$ cat src/rtl/cpt_pkg.sv
// Shared types, constants and helper functions of the cascaded prescaled timer bank.
package cpt_pkg;

    // Number of timers present (1 to 4). Ports always carry four counters.
    localparam int CPT_NUM_TIMERS = 4;
    localparam int CPT_IDX_W      = (CPT_NUM_TIMERS > 1) ? $clog2(CPT_NUM_TIMERS) : 1;
    localparam logic [CPT_IDX_W-1:0] CPT_LAST_IDX = CPT_IDX_W'(CPT_NUM_TIMERS - 1);

    localparam int CPT_CNT_W   = 16;
    localparam int CPT_ACC_W   = 11;
    localparam int CPT_CYC_W   = 8;
    localparam int CPT_POP_W   = 8;
    localparam int CPT_CTL_W   = 32;
    localparam int CPT_CFG_IDX_W = 3;

    // Bits of a timer control byte.
    localparam int CPT_CTL_COUNTUP = 2;
    localparam int CPT_CTL_IRQ_EN  = 6;
    localparam int CPT_CTL_ENABLE  = 7;
    localparam logic [7:0] CPT_CTL_CASCADE_ON = 8'h84;

    // Largest prescale period; the accumulator always falls below it when idle.
    localparam logic [CPT_ACC_W-1:0] CPT_MAX_PERIOD = 11'd1024;

    // Configuration register indexes.
    typedef enum logic [CPT_CFG_IDX_W-1:0] {
        CPT_REG_CTL      = 3'd0,
        CPT_REG_RELOAD0  = 3'd1,
        CPT_REG_RELOAD1  = 3'd2,
        CPT_REG_RELOAD2  = 3'd3,
        CPT_REG_RELOAD3  = 3'd4,
        CPT_REG_FIFO_SEL = 3'd5
    } t_cpt_reg;

    // Prescaler select codes.
    typedef enum logic [1:0] {
        CPT_PRE_1    = 2'd0,
        CPT_PRE_64   = 2'd1,
        CPT_PRE_256  = 2'd2,
        CPT_PRE_1024 = 2'd3
    } t_cpt_pre;

    // Commands from the sequencer to the timer unit.
    typedef struct packed {
        logic                 start;
        logic                 add;
        logic                 sub;
        logic                 tick;
        logic                 finish;
        logic [CPT_IDX_W-1:0] base;
        logic [CPT_IDX_W-1:0] cur;
    } t_cpt_cmd;

    // Status from the timer unit back to the sequencer.
    typedef struct packed {
        logic active;
        logic drain_more;
        logic cascade;
    } t_cpt_stat;

    // One finished result.
    typedef struct packed {
        logic [3:0]                irq_mask;
        logic [CPT_POP_W-1:0]      pops_a;
        logic [CPT_POP_W-1:0]      pops_b;
        logic [3:0][CPT_CNT_W-1:0] count;
    } t_cpt_res;

    function automatic logic [CPT_ACC_W-1:0] cpt_period(input logic [1:0] sel);
        logic [CPT_ACC_W-1:0] p;
        case (t_cpt_pre'(sel))
            CPT_PRE_1:    p = 11'd1;
            CPT_PRE_64:   p = 11'd64;
            CPT_PRE_256:  p = 11'd256;
            CPT_PRE_1024: p = 11'd1024;
            default:      p = 11'd1;
        endcase
        return p;
    endfunction

endpackage

$ cat src/rtl/cpt_if.sv
// Valid/ready stream interfaces for the input items and result items of the timer bank.
interface cpt_in_if;
    logic       valid;
    logic       ready;
    logic [7:0] elapsed_cycles;

    modport source (output valid, output elapsed_cycles, input ready);
    modport sink   (input valid, input elapsed_cycles, output ready);
endinterface

interface cpt_out_if;
    logic        valid;
    logic        ready;
    logic [3:0]  irq_mask;
    logic [7:0]  fifo_a_pops;
    logic [7:0]  fifo_b_pops;
    logic [15:0] count0;
    logic [15:0] count1;
    logic [15:0] count2;
    logic [15:0] count3;

    modport source (output valid, output irq_mask, output fifo_a_pops, output fifo_b_pops,
                    output count0, output count1, output count2, output count3,
                    input ready);
    modport sink   (input valid, input irq_mask, input fifo_a_pops, input fifo_b_pops,
                    input count0, input count1, input count2, input count3,
                    output ready);
endinterface

$ cat src/rtl/cpt_unit.sv
// Timer state and the shared accumulate, compare and increment unit.
module cpt_unit (
    input  logic                                      i_clk,
    input  logic                                      i_rst_n,
    input  logic [cpt_pkg::CPT_CTL_W-1:0]             i_ctl,
    input  logic [3:0][cpt_pkg::CPT_CNT_W-1:0]        i_reload,
    input  logic [1:0]                                i_fifo_sel,
    input  logic [cpt_pkg::CPT_CYC_W-1:0]             i_cycles,
    input  cpt_pkg::t_cpt_cmd                         i_cmd,
    output cpt_pkg::t_cpt_stat                        o_stat,
    output cpt_pkg::t_cpt_res                         o_res
);

    logic [cpt_pkg::CPT_NUM_TIMERS-1:0][cpt_pkg::CPT_CNT_W-1:0] r_count;
    logic [cpt_pkg::CPT_NUM_TIMERS-1:0][cpt_pkg::CPT_ACC_W-1:0] r_accum;
    logic [cpt_pkg::CPT_CYC_W-1:0] r_cycles;
    logic [3:0]                    r_irq;
    logic [cpt_pkg::CPT_POP_W-1:0] r_pops_a;
    logic [cpt_pkg::CPT_POP_W-1:0] r_pops_b;

    logic [7:0]                    ctl_base;
    logic [7:0]                    ctl_cur;
    logic [7:0]                    ctl_nxt;
    logic [cpt_pkg::CPT_IDX_W-1:0] nxt_idx;
    logic [cpt_pkg::CPT_ACC_W-1:0] period;
    logic [cpt_pkg::CPT_ACC_W-1:0] acc_base;
    logic [cpt_pkg::CPT_CNT_W-1:0] cnt_cur;
    logic                          ovf;
    logic                          feeds_a;
    logic                          feeds_b;

    assign nxt_idx  = i_cmd.cur + 1'b1;
    assign ctl_base = i_ctl[8 * 32'(i_cmd.base) +: 8];
    assign ctl_cur  = i_ctl[8 * 32'(i_cmd.cur) +: 8];
    assign ctl_nxt  = i_ctl[8 * 32'(nxt_idx) +: 8];
    assign period   = cpt_pkg::cpt_period(ctl_base[1:0]);
    assign acc_base = r_accum[i_cmd.base];
    assign cnt_cur  = r_count[i_cmd.cur];
    assign ovf      = (cnt_cur == '1);

    // Only timers 0 and 1 can feed the sound FIFOs.
    assign feeds_a = (32'(i_cmd.cur) < 2) && (i_fifo_sel[0] == i_cmd.cur[0]);
    assign feeds_b = (32'(i_cmd.cur) < 2) && (i_fifo_sel[1] == i_cmd.cur[0]);

    assign o_stat.active     = ctl_base[cpt_pkg::CPT_CTL_ENABLE] &&
                               !(ctl_base[cpt_pkg::CPT_CTL_COUNTUP] && (i_cmd.base != '0));
    assign o_stat.drain_more = (acc_base >= period);
    assign o_stat.cascade    = ovf && (i_cmd.cur != cpt_pkg::CPT_LAST_IDX) &&
                               ((ctl_nxt & cpt_pkg::CPT_CTL_CASCADE_ON) ==
                                cpt_pkg::CPT_CTL_CASCADE_ON);

    // The cycle count of the item is used from the latched copy once work starts.
    always_ff @(posedge i_clk) begin
        if (!i_rst_n) begin
            r_count <= '0;
            r_accum <= '0;
        end else begin
            if (i_cmd.add) begin
                r_accum[i_cmd.base] <= acc_base + cpt_pkg::CPT_ACC_W'(r_cycles);
            end else if (i_cmd.sub) begin
                r_accum[i_cmd.base] <= acc_base - period;
            end
            if (i_cmd.tick) begin
                r_count[i_cmd.cur] <= ovf ? i_reload[i_cmd.cur] : cnt_cur + 1'b1;
            end
        end
    end

    // Per-item flags and pop counters; cleared when an item is accepted.
    always_ff @(posedge i_clk) begin
        if (i_cmd.start) begin
            r_cycles <= i_cycles;
            r_irq    <= '0;
            r_pops_a <= '0;
            r_pops_b <= '0;
        end else if (i_cmd.tick && ovf) begin
            if (ctl_cur[cpt_pkg::CPT_CTL_IRQ_EN]) begin
                r_irq[i_cmd.cur] <= 1'b1;
            end
            if (feeds_a && (r_pops_a != '1)) begin
                r_pops_a <= r_pops_a + 1'b1;
            end
            if (feeds_b && (r_pops_b != '1)) begin
                r_pops_b <= r_pops_b + 1'b1;
            end
        end
    end

    always_comb begin
        o_res.irq_mask = r_irq;
        o_res.pops_a   = r_pops_a;
        o_res.pops_b   = r_pops_b;
        for (int i = 0; i < 4; i++) begin
            if (i < cpt_pkg::CPT_NUM_TIMERS) begin
                o_res.count[i] = r_count[i];
            end else begin
                o_res.count[i] = '0;
            end
        end
    end

endmodule

$ cat src/rtl/cpt_seq.sv
// Sequencer that walks the timers and drives the shared unit one tick per cycle while it drains or cascades.
module cpt_seq (
    input  logic                i_clk,
    input  logic                i_rst_n,
    input  logic                i_in_valid,
    input  logic                i_out_free,
    input  cpt_pkg::t_cpt_stat  i_stat,
    output logic                o_in_ready,
    output cpt_pkg::t_cpt_cmd   o_cmd
);

    typedef enum logic [2:0] {
        S_IDLE,
        S_ADD,
        S_DRAIN,
        S_CASC,
        S_FINISH
    } t_state;

    t_state                        r_state, n_state;
    logic [cpt_pkg::CPT_IDX_W-1:0] r_base, n_base;
    logic [cpt_pkg::CPT_IDX_W-1:0] r_cur, n_cur;
    logic                          last;

    assign last = (r_base == cpt_pkg::CPT_LAST_IDX);

    always_comb begin
        n_state      = r_state;
        n_base       = r_base;
        n_cur        = r_cur;
        o_in_ready   = 1'b0;
        o_cmd        = '0;
        o_cmd.base   = r_base;
        o_cmd.cur    = (r_state == S_CASC) ? r_cur : r_base;
        case (r_state)
            S_IDLE: begin
                o_in_ready = 1'b1;
                if (i_in_valid) begin
                    o_cmd.start = 1'b1;
                    n_base      = '0;
                    n_state     = S_ADD;
                end
            end
            S_ADD: begin
                if (i_stat.active) begin
                    o_cmd.add = 1'b1;
                    n_state   = S_DRAIN;
                end else if (last) begin
                    n_state = S_FINISH;
                end else begin
                    n_base = r_base + 1'b1;
                end
            end
            S_DRAIN: begin
                if (i_stat.drain_more) begin
                    o_cmd.sub  = 1'b1;
                    o_cmd.tick = 1'b1;
                    if (i_stat.cascade) begin
                        n_cur   = r_base + 1'b1;
                        n_state = S_CASC;
                    end
                end else if (last) begin
                    n_state = S_FINISH;
                end else begin
                    n_base  = r_base + 1'b1;
                    n_state = S_ADD;
                end
            end
            S_CASC: begin
                o_cmd.tick = 1'b1;
                if (i_stat.cascade) begin
                    n_cur = r_cur + 1'b1;
                end else begin
                    n_state = S_DRAIN;
                end
            end
            S_FINISH: begin
                if (i_out_free) begin
                    o_cmd.finish = 1'b1;
                    n_state      = S_IDLE;
                end
            end
            default: begin
                n_state = S_IDLE;
            end
        endcase
    end

    always_ff @(posedge i_clk) begin
        if (!i_rst_n) begin
            r_state <= S_IDLE;
            r_base  <= '0;
            r_cur   <= '0;
        end else begin
            r_state <= n_state;
            r_base  <= n_base;
            r_cur   <= n_cur;
        end
    end

endmodule

$ cat src/rtl/cascaded_prescaled_timer_bank.sv
// Top level of the four-channel cascaded prescaled timer bank.
//
// A bank of four 16-bit up-counters. Each input item carries an elapsed time count
// since the last one; each enabled timer that is not cascaded adds it to its
// prescale accumulator and ticks once per period of 1, 64, 256 or 1024. On
// overflow a timer reloads, raises its interrupt bit when enabled, counts a sample
// pop for the sound FIFO it feeds, and ticks the timer above it when that timer is
// enabled in count-up mode. One result item per input item reports the interrupt
// mask, both pop counts (saturating at 255) and the four counters. Configuration
// registers are written through a plain write port: index 0 holds the four control
// bytes, 1 to 4 the reload values, 5 the FIFO timer select; other indexes are
// dropped. Work runs on one shared accumulate, compare and increment unit under a
// small sequencer, one timer at a time, and the block takes no new item while it
// works. The shared incrementer makes a single tick per cycle at most, so the work
// on an item grows with the number of timers and with the ticks and cascaded ticks
// of the active timers. The result sits in an output register, so a finished item
// does not hold up the acceptance of the next one; the sequencer only waits at its
// end if the previous result has still not been taken.
module cascaded_prescaled_timer_bank (
    input  logic                               i_clk,
    input  logic                               i_rst_n,
    cpt_in_if.sink                             i_in,
    cpt_out_if.source                          o_out,
    input  logic                               i_cfg_we,
    input  logic [cpt_pkg::CPT_CFG_IDX_W-1:0]  i_cfg_idx,
    input  logic [cpt_pkg::CPT_CTL_W-1:0]      i_cfg_wdata
);

    // Configuration registers.
    logic [cpt_pkg::CPT_CTL_W-1:0]      r_ctl;
    logic [3:0][cpt_pkg::CPT_CNT_W-1:0] r_reload;
    logic [1:0]                         r_fifo_sel;

    // Output register.
    logic                               r_out_valid;
    cpt_pkg::t_cpt_res                  r_res;

    cpt_pkg::t_cpt_cmd                  cmd;
    cpt_pkg::t_cpt_stat                 stat;
    cpt_pkg::t_cpt_res                  res;
    logic                               out_free;
    logic                               in_ready;

    // The user must write only while the block is idle; the block does not enforce it, so no guarding is done here.
    always_ff @(posedge i_clk) begin
        if (!i_rst_n) begin
            r_ctl      <= '0;
            r_reload   <= '0;
            r_fifo_sel <= '0;
        end else if (i_cfg_we) begin
            case (cpt_pkg::t_cpt_reg'(i_cfg_idx))
                cpt_pkg::CPT_REG_CTL:      r_ctl       <= i_cfg_wdata;
                cpt_pkg::CPT_REG_RELOAD0:  r_reload[0] <= i_cfg_wdata[cpt_pkg::CPT_CNT_W-1:0];
                cpt_pkg::CPT_REG_RELOAD1:  r_reload[1] <= i_cfg_wdata[cpt_pkg::CPT_CNT_W-1:0];
                cpt_pkg::CPT_REG_RELOAD2:  r_reload[2] <= i_cfg_wdata[cpt_pkg::CPT_CNT_W-1:0];
                cpt_pkg::CPT_REG_RELOAD3:  r_reload[3] <= i_cfg_wdata[cpt_pkg::CPT_CNT_W-1:0];
                cpt_pkg::CPT_REG_FIFO_SEL: r_fifo_sel  <= i_cfg_wdata[1:0];
                default: begin
                end
            endcase
        end
    end

    // The output register is free when empty or when its item leaves this cycle.
    assign out_free = !r_out_valid || o_out.ready;

    cpt_seq u_seq (
        .i_clk      (i_clk),
        .i_rst_n    (i_rst_n),
        .i_in_valid (i_in.valid),
        .i_out_free (out_free),
        .i_stat     (stat),
        .o_in_ready (in_ready),
        .o_cmd      (cmd)
    );

    cpt_unit u_unit (
        .i_clk      (i_clk),
        .i_rst_n    (i_rst_n),
        .i_ctl      (r_ctl),
        .i_reload   (r_reload),
        .i_fifo_sel (r_fifo_sel),
        .i_cycles   (i_in.elapsed_cycles),
        .i_cmd      (cmd),
        .o_stat     (stat),
        .o_res      (res)
    );

    assign i_in.ready = in_ready;

    always_ff @(posedge i_clk) begin
        if (!i_rst_n) begin
            r_out_valid <= 1'b0;
        end else if (cmd.finish) begin
            r_out_valid <= 1'b1;
        end else if (o_out.ready) begin
            r_out_valid <= 1'b0;
        end
    end

    always_ff @(posedge i_clk) begin
        if (cmd.finish) begin
            r_res <= res;
        end
    end

    assign o_out.valid       = r_out_valid;
    assign o_out.irq_mask    = r_res.irq_mask;
    assign o_out.fifo_a_pops = r_res.pops_a;
    assign o_out.fifo_b_pops = r_res.pops_b;
    assign o_out.count0      = r_res.count[0];
    assign o_out.count1      = r_res.count[1];
    assign o_out.count2      = r_res.count[2];
    assign o_out.count3      = r_res.count[3];

    // A result is only written into the output register when it has room.
    a_finish_room: assert property (@(posedge i_clk) disable iff (!i_rst_n)
        cmd.finish |-> (!r_out_valid || o_out.ready))
        else $error("result written over an untaken result");

    // An accepted item keeps the block busy for at least the following cycle.
    a_busy_after_accept: assert property (@(posedge i_clk) disable iff (!i_rst_n)
        (i_in.valid && i_in.ready) |=> !i_in.ready)
        else $error("block ready right after accepting an item");

    // A finished item always shows up as a valid result in the next cycle.
    a_finish_shows: assert property (@(posedge i_clk) disable iff (!i_rst_n)
        cmd.finish |=> o_out.valid)
        else $error("finished item did not reach the output");

    // Accumulation never falls in the cycle that accepts or finishes an item.
    a_accum_bound: assert property (@(posedge i_clk) disable iff (!i_rst_n)
        cmd.add |-> !(cmd.start || cmd.finish))
        else $error("accumulate issued together with start or finish");

endmodule
$ cat src/flat_wrapper.sv
// flat-port wrapper written by rule: the top's interface ports become plain ports
module cascaded_prescaled_timer_bank_flat 
  (i_clk, i_rst_n, i_cfg_we, i_cfg_idx, i_cfg_wdata, i_in_valid, i_in_elapsed_cycles, i_in_ready, o_out_valid, o_out_irq_mask, o_out_fifo_a_pops, o_out_fifo_b_pops, o_out_count0, o_out_count1, o_out_count2, o_out_count3, o_out_ready);
  cpt_in_if i_in_i ();
  cpt_out_if o_out_i ();
  input  logic i_clk;
  input  logic i_rst_n;
  input  logic i_cfg_we;
  input  logic [cpt_pkg::CPT_CFG_IDX_W-1:0] i_cfg_idx;
  input  logic [cpt_pkg::CPT_CTL_W-1:0] i_cfg_wdata;
  input wire logic [$bits(i_in_i.valid)-1:0] i_in_valid;
  input wire logic [$bits(i_in_i.elapsed_cycles)-1:0] i_in_elapsed_cycles;
  output wire logic [$bits(i_in_i.ready)-1:0] i_in_ready;
  output wire logic [$bits(o_out_i.valid)-1:0] o_out_valid;
  output wire logic [$bits(o_out_i.irq_mask)-1:0] o_out_irq_mask;
  output wire logic [$bits(o_out_i.fifo_a_pops)-1:0] o_out_fifo_a_pops;
  output wire logic [$bits(o_out_i.fifo_b_pops)-1:0] o_out_fifo_b_pops;
  output wire logic [$bits(o_out_i.count0)-1:0] o_out_count0;
  output wire logic [$bits(o_out_i.count1)-1:0] o_out_count1;
  output wire logic [$bits(o_out_i.count2)-1:0] o_out_count2;
  output wire logic [$bits(o_out_i.count3)-1:0] o_out_count3;
  input wire logic [$bits(o_out_i.ready)-1:0] o_out_ready;
  assign i_in_i.valid = i_in_valid;
  assign i_in_i.elapsed_cycles = i_in_elapsed_cycles;
  assign i_in_ready = i_in_i.ready;
  assign o_out_valid = o_out_i.valid;
  assign o_out_irq_mask = o_out_i.irq_mask;
  assign o_out_fifo_a_pops = o_out_i.fifo_a_pops;
  assign o_out_fifo_b_pops = o_out_i.fifo_b_pops;
  assign o_out_count0 = o_out_i.count0;
  assign o_out_count1 = o_out_i.count1;
  assign o_out_count2 = o_out_i.count2;
  assign o_out_count3 = o_out_i.count3;
  assign o_out_i.ready = o_out_ready;
  cascaded_prescaled_timer_bank u_core (.i_clk(i_clk), .i_rst_n(i_rst_n), .i_in(i_in_i), .o_out(o_out_i), .i_cfg_we(i_cfg_we), .i_cfg_idx(i_cfg_idx), .i_cfg_wdata(i_cfg_wdata));
endmodule
$ cat config.mk
export PLATFORM = sky130hd
export DESIGN_NAME = cascaded_prescaled_timer_bank_flat
export DESIGN_NICKNAME = d
export VERILOG_FILES = /design/src/rtl/cpt_pkg.sv /design/src/rtl/cpt_if.sv /design/src/rtl/cpt_unit.sv /design/src/rtl/cpt_seq.sv /design/src/rtl/cascaded_prescaled_timer_bank.sv /design/src/flat_wrapper.sv
export SDC_FILE = /design/constraint.sdc
export NUM_CORES = 1
export LEC_CHECK = 0
export BUFFER_PORTS_ARGS = -buffer_cell sky130_fd_sc_hd__clkbuf_2
export CAP_MARGIN = 10
export CORE_ASPECT_RATIO = 2
export CORE_MARGIN = 3
export CORE_UTILIZATION = 55
export DETAILED_ROUTE_END_ITERATION = 6
export GPL_ROUTABILITY_DRIVEN = 0
export PLACE_DENSITY = 0.75
export SETUP_SLACK_MARGIN = 0.5
export SKIP_LAST_GASP = 1
export SYNTH_ARGS = -nofsm -noshare
export SYNTH_HDL_FRONTEND = slang
export SYNTH_SLANG_ARGS = --single-unit
$ cat constraint.sdc
create_clock -name i_clk -period 12.4 [get_ports i_clk]
set_input_delay 2.48 -clock i_clk [delete_from_list [all_inputs] [get_ports i_clk]]
set_output_delay 2.48 -clock i_clk [all_outputs]
set_load 0.01 [all_outputs]
==> impl_metrics.env <==
export IMPL_synthTopCellsByArea="dfxtp_1 (32%), edfxtp_1 (20%), mux4_2 (8.6%)"
export IMPL_cp_max_fo=28
export IMPL_ys_ff_latch=314
export IMPL_hp_class="register to register"
export IMPL_num_vias=10800
export IMPL_die_w_um=119
export IMPL_p_total_mw=2.28
export IMPL_die_area_um2=27400
export IMPL_netlist_top_cell_by_area="dfxtp_1"
export IMPL_cp_start_kind="register"
export IMPL_syn_num_nets=1466
export IMPL_synth_ff_type="dfxtp_1"
export IMPL_rrSetupSlack_ps=7670
export IMPL_fin_cells=1823
export IMPL_setup_viol=0
export IMPL_synth_enable_flop_cells=92
export IMPL_maxSlewHeadroom=0.220
export IMPL_ys_warn_count=0
export IMPL_post_cts_buffers=0
export IMPL_drt_wl_total_mm=35.5
export IMPL_cts_tree="yes"
export IMPL_async_flop_share=0
export IMPL_worstMarginPinSlew_ps=1170
export IMPL_netlist_instances=1393
export IMPL_p_leak_nw=5.62
export IMPL_worst_slack_ps=7670
export IMPL_multi_input_area_um2=6250
export IMPL_hold_ws_ps=454
export IMPL_cts_root_buf="clkbuf_16"
export IMPL_crit_type="register to register"
export IMPL_num_antenna_cells=0
export IMPL_antenna_left=0
export IMPL_skew_ps=10.8
export IMPL_grt_pass1_vias=10600
export IMPL_clock_sinks=314
export IMPL_clk_latency_ps=540
export IMPL_drc_errors=0
export IMPL_status="complete, no violations"
export IMPL_grtUsageTotal=0.254
export IMPL_drt_iter0_drc=853
export IMPL_path_cells="buf_4 > mux4_2 > nand2b_1 > ha_1 > nand2_1 > nor4_4 > o31ai_2 > a41oi_2 > and2_1 > nand2_1 > o22ai_1"
export IMPL_cp_slowest_stage_delay_ps=970
export IMPL_r2r_start="u_core.u_seq.r_base[1]"
export IMPL_rsz0062_at_grt="false"
export IMPL_firstDrtPassIters=6
export IMPL_postCtsHoldBufs=0
export IMPL_synth_distinct_cells=71
export IMPL_power_density_nw_per_um2=146
export IMPL_fin_util=0.630
export IMPL_slew_violations=0
export IMPL_cts_inserted_buffers=27
export IMPL_die_h_um=231
export IMPL_arrival_ps=5180
export IMPL_clock_fmax_mhz=211
export IMPL_htree_levels=1
export IMPL_required_ps=12850
export IMPL_dpl_cell_count=1774
export IMPL_critPathSlowestCell="and2_1"
export IMPL_post_dp_cell_area_um2=14700
export IMPL_synth_most_common_cell="nand2_1"
export IMPL_fin_setup_tns_ps=0
export IMPL_antenna_found_initial=0
export IMPL_grt_ovfl_total=0
export IMPL_fillCellCount=2118
export IMPL_syn_to_final_growth_pct=11.8
export IMPL_grt_pass1_wl_mm=55.4
export IMPL_vdd_ir_drop_max_v=0.000108
export IMPL_synth_seq_area_share=0.518
export IMPL_port_buffers=127
export IMPL_endpoint_kind="register"
export IMPL_coreArea_um2=24700
export IMPL_ys_top_cells_by_count="nand2_1 (285), dfxtp_1 (222), a21oi_1 (177), edfxtp_1 (92), o21ai_0 (82)"
export IMPL_ios=134
export IMPL_cts_max_path_buffers=3
export IMPL_worstRegToRegCells=11
export IMPL_vias_per_cell=5.95
export IMPL_maxCapViolCount=0
export IMPL_finalInstanceArea_um2=15600
export IMPL_hpwl_mm=24.7
export IMPL_finalHoldViolCount=0
export IMPL_nNetsFinal=1544
export IMPL_netlist_area_leader_share=0.319
export IMPL_syn_area_um2=13900
export IMPL_post_drt_wl_per_cell_um=19.5
export IMPL_crit_top_cell="nand2_1"
export IMPL_fin_crit_sh=0.382
export IMPL_grt_max_degree=107
export IMPL_cts_resized=0
export IMPL_initial_core_util=0.563
export IMPL_period_needed_ps=4730
export IMPL_path_clk_slew_ps=70
export IMPL_endpoint="u_core.u_unit.o_res[26]"
export IMPL_crit_start="u_core.u_seq.r_base[1]"
export IMPL_r2r_end="u_core.u_unit.o_res[26]"
export IMPL_seq_area_um2=7210
export IMPL_dp_slack_ps=7740
export IMPL_syn_mean_instance_area_um2=9.99
export IMPL_drive_above_1_share=0.172
export IMPL_rows=81
worst min path at each step:
stage,start,to,depth (start not counted)
after global placement,u_core.r_reload[26],u_core.r_reload[26],2
after global routing,u_core.r_reload[51],u_core.r_reload[51],2
after floorplan,u_core.u_unit.r_irq[0],u_core.o_out.irq_mask[0],0
after CTS,u_core.r_reload[54],u_core.r_reload[54],2
final,u_core.u_unit.r_accum[22],u_core.u_unit.r_accum[22],2
after detailed placement,u_core.r_reload[54],u_core.r_reload[54],2
placed cells by master, fill, tap and decap left out, drive strengths merged, types with 17 or more instances in the layout:
master    n
nor2     52
dfxtp   222
nand2   287
and3     19
o21ai    95
mux2i    26
edfxtp   92
o22ai    17
inv      18
nand3    44
ha       24
a21oi   177
mux4     53
clkbuf  165
power breakdown:
part / internal (mW) / total, mW / switching [mW]
combinational: 0.0983 / 0.286 / 0.188
clock: 0.492 / 0.861 / 0.369
sequential: 1.11 / 1.13 / 0.0237
registers in the layout (all words and copies together) (netlist names):
register	cells
u_core.o_out.fifo_a_pops	8
u_core.r_ctl	20
u_core.o_out.count2	16
u_core.u_unit.r_accum	44
u_core.r_fifo_sel	2
u_core.o_out.count1	16
u_core.u_unit.r_pops_a	8
u_core.u_seq.r_cur	2
u_core.o_out.fifo_b_pops	8
u_core.o_out.irq_mask	4
u_core.u_seq.r_base	2
u_core.o_out.valid	1
u_core.u_unit.r_cycles	8
u_core.o_out.count3	16
u_core.u_unit.r_irq	4
u_core.u_unit.r_pops_b	8
u_core.u_seq.r_state	3
u_core.r_reload	64
u_core.u_unit.o_res	64
u_core.o_out.count0	16
cell type report:
cell class              count  area share
inverters                  20     0.00490
repair buffers            137      0.0456
flip-flops and latches    314       0.463
clock buffers              38      0.0514
well taps                 332      0.0267
multi-input cells         971       0.401
clock inverters            11     0.00691
critical path, delay by kind of cell, from the launching register on:
kind,cells,cell delay (ps)
buffers and inverters,1,490
multiplexers,1,430
flip-flops,1,670
AND/OR/NAND/NOR,5,1820
AO/OA/AOI/OAI,3,800
adder cells (fa/ha/maj),1,390
per-layer routing:
| layer | GRT usage | up-vias | part of all wire |
|---|---|---|---|
| met4 | 0.133 | 0 | 0.052 |
| met5 | 0 | - | 0 |
| met3 | 0.0265 | 115 | 0.051 |
| li1 | - | 5148 | - |
| met2 | 0.487 | 379 | 0.55 |
| met1 | 0.269 | 5206 | 0.35 |
cell families after synthesis:
kind of cell,count (synthesis),share of synthesized area
compound gates,342,0.138
xor+xnor,28,0.0176
fa+ha+maj,25,0.0230
buf+inv,108,0.0340
flops,314,0.518
mux,89,0.113
simple gates,487,0.158
Power figures use the tool's default switching activity.
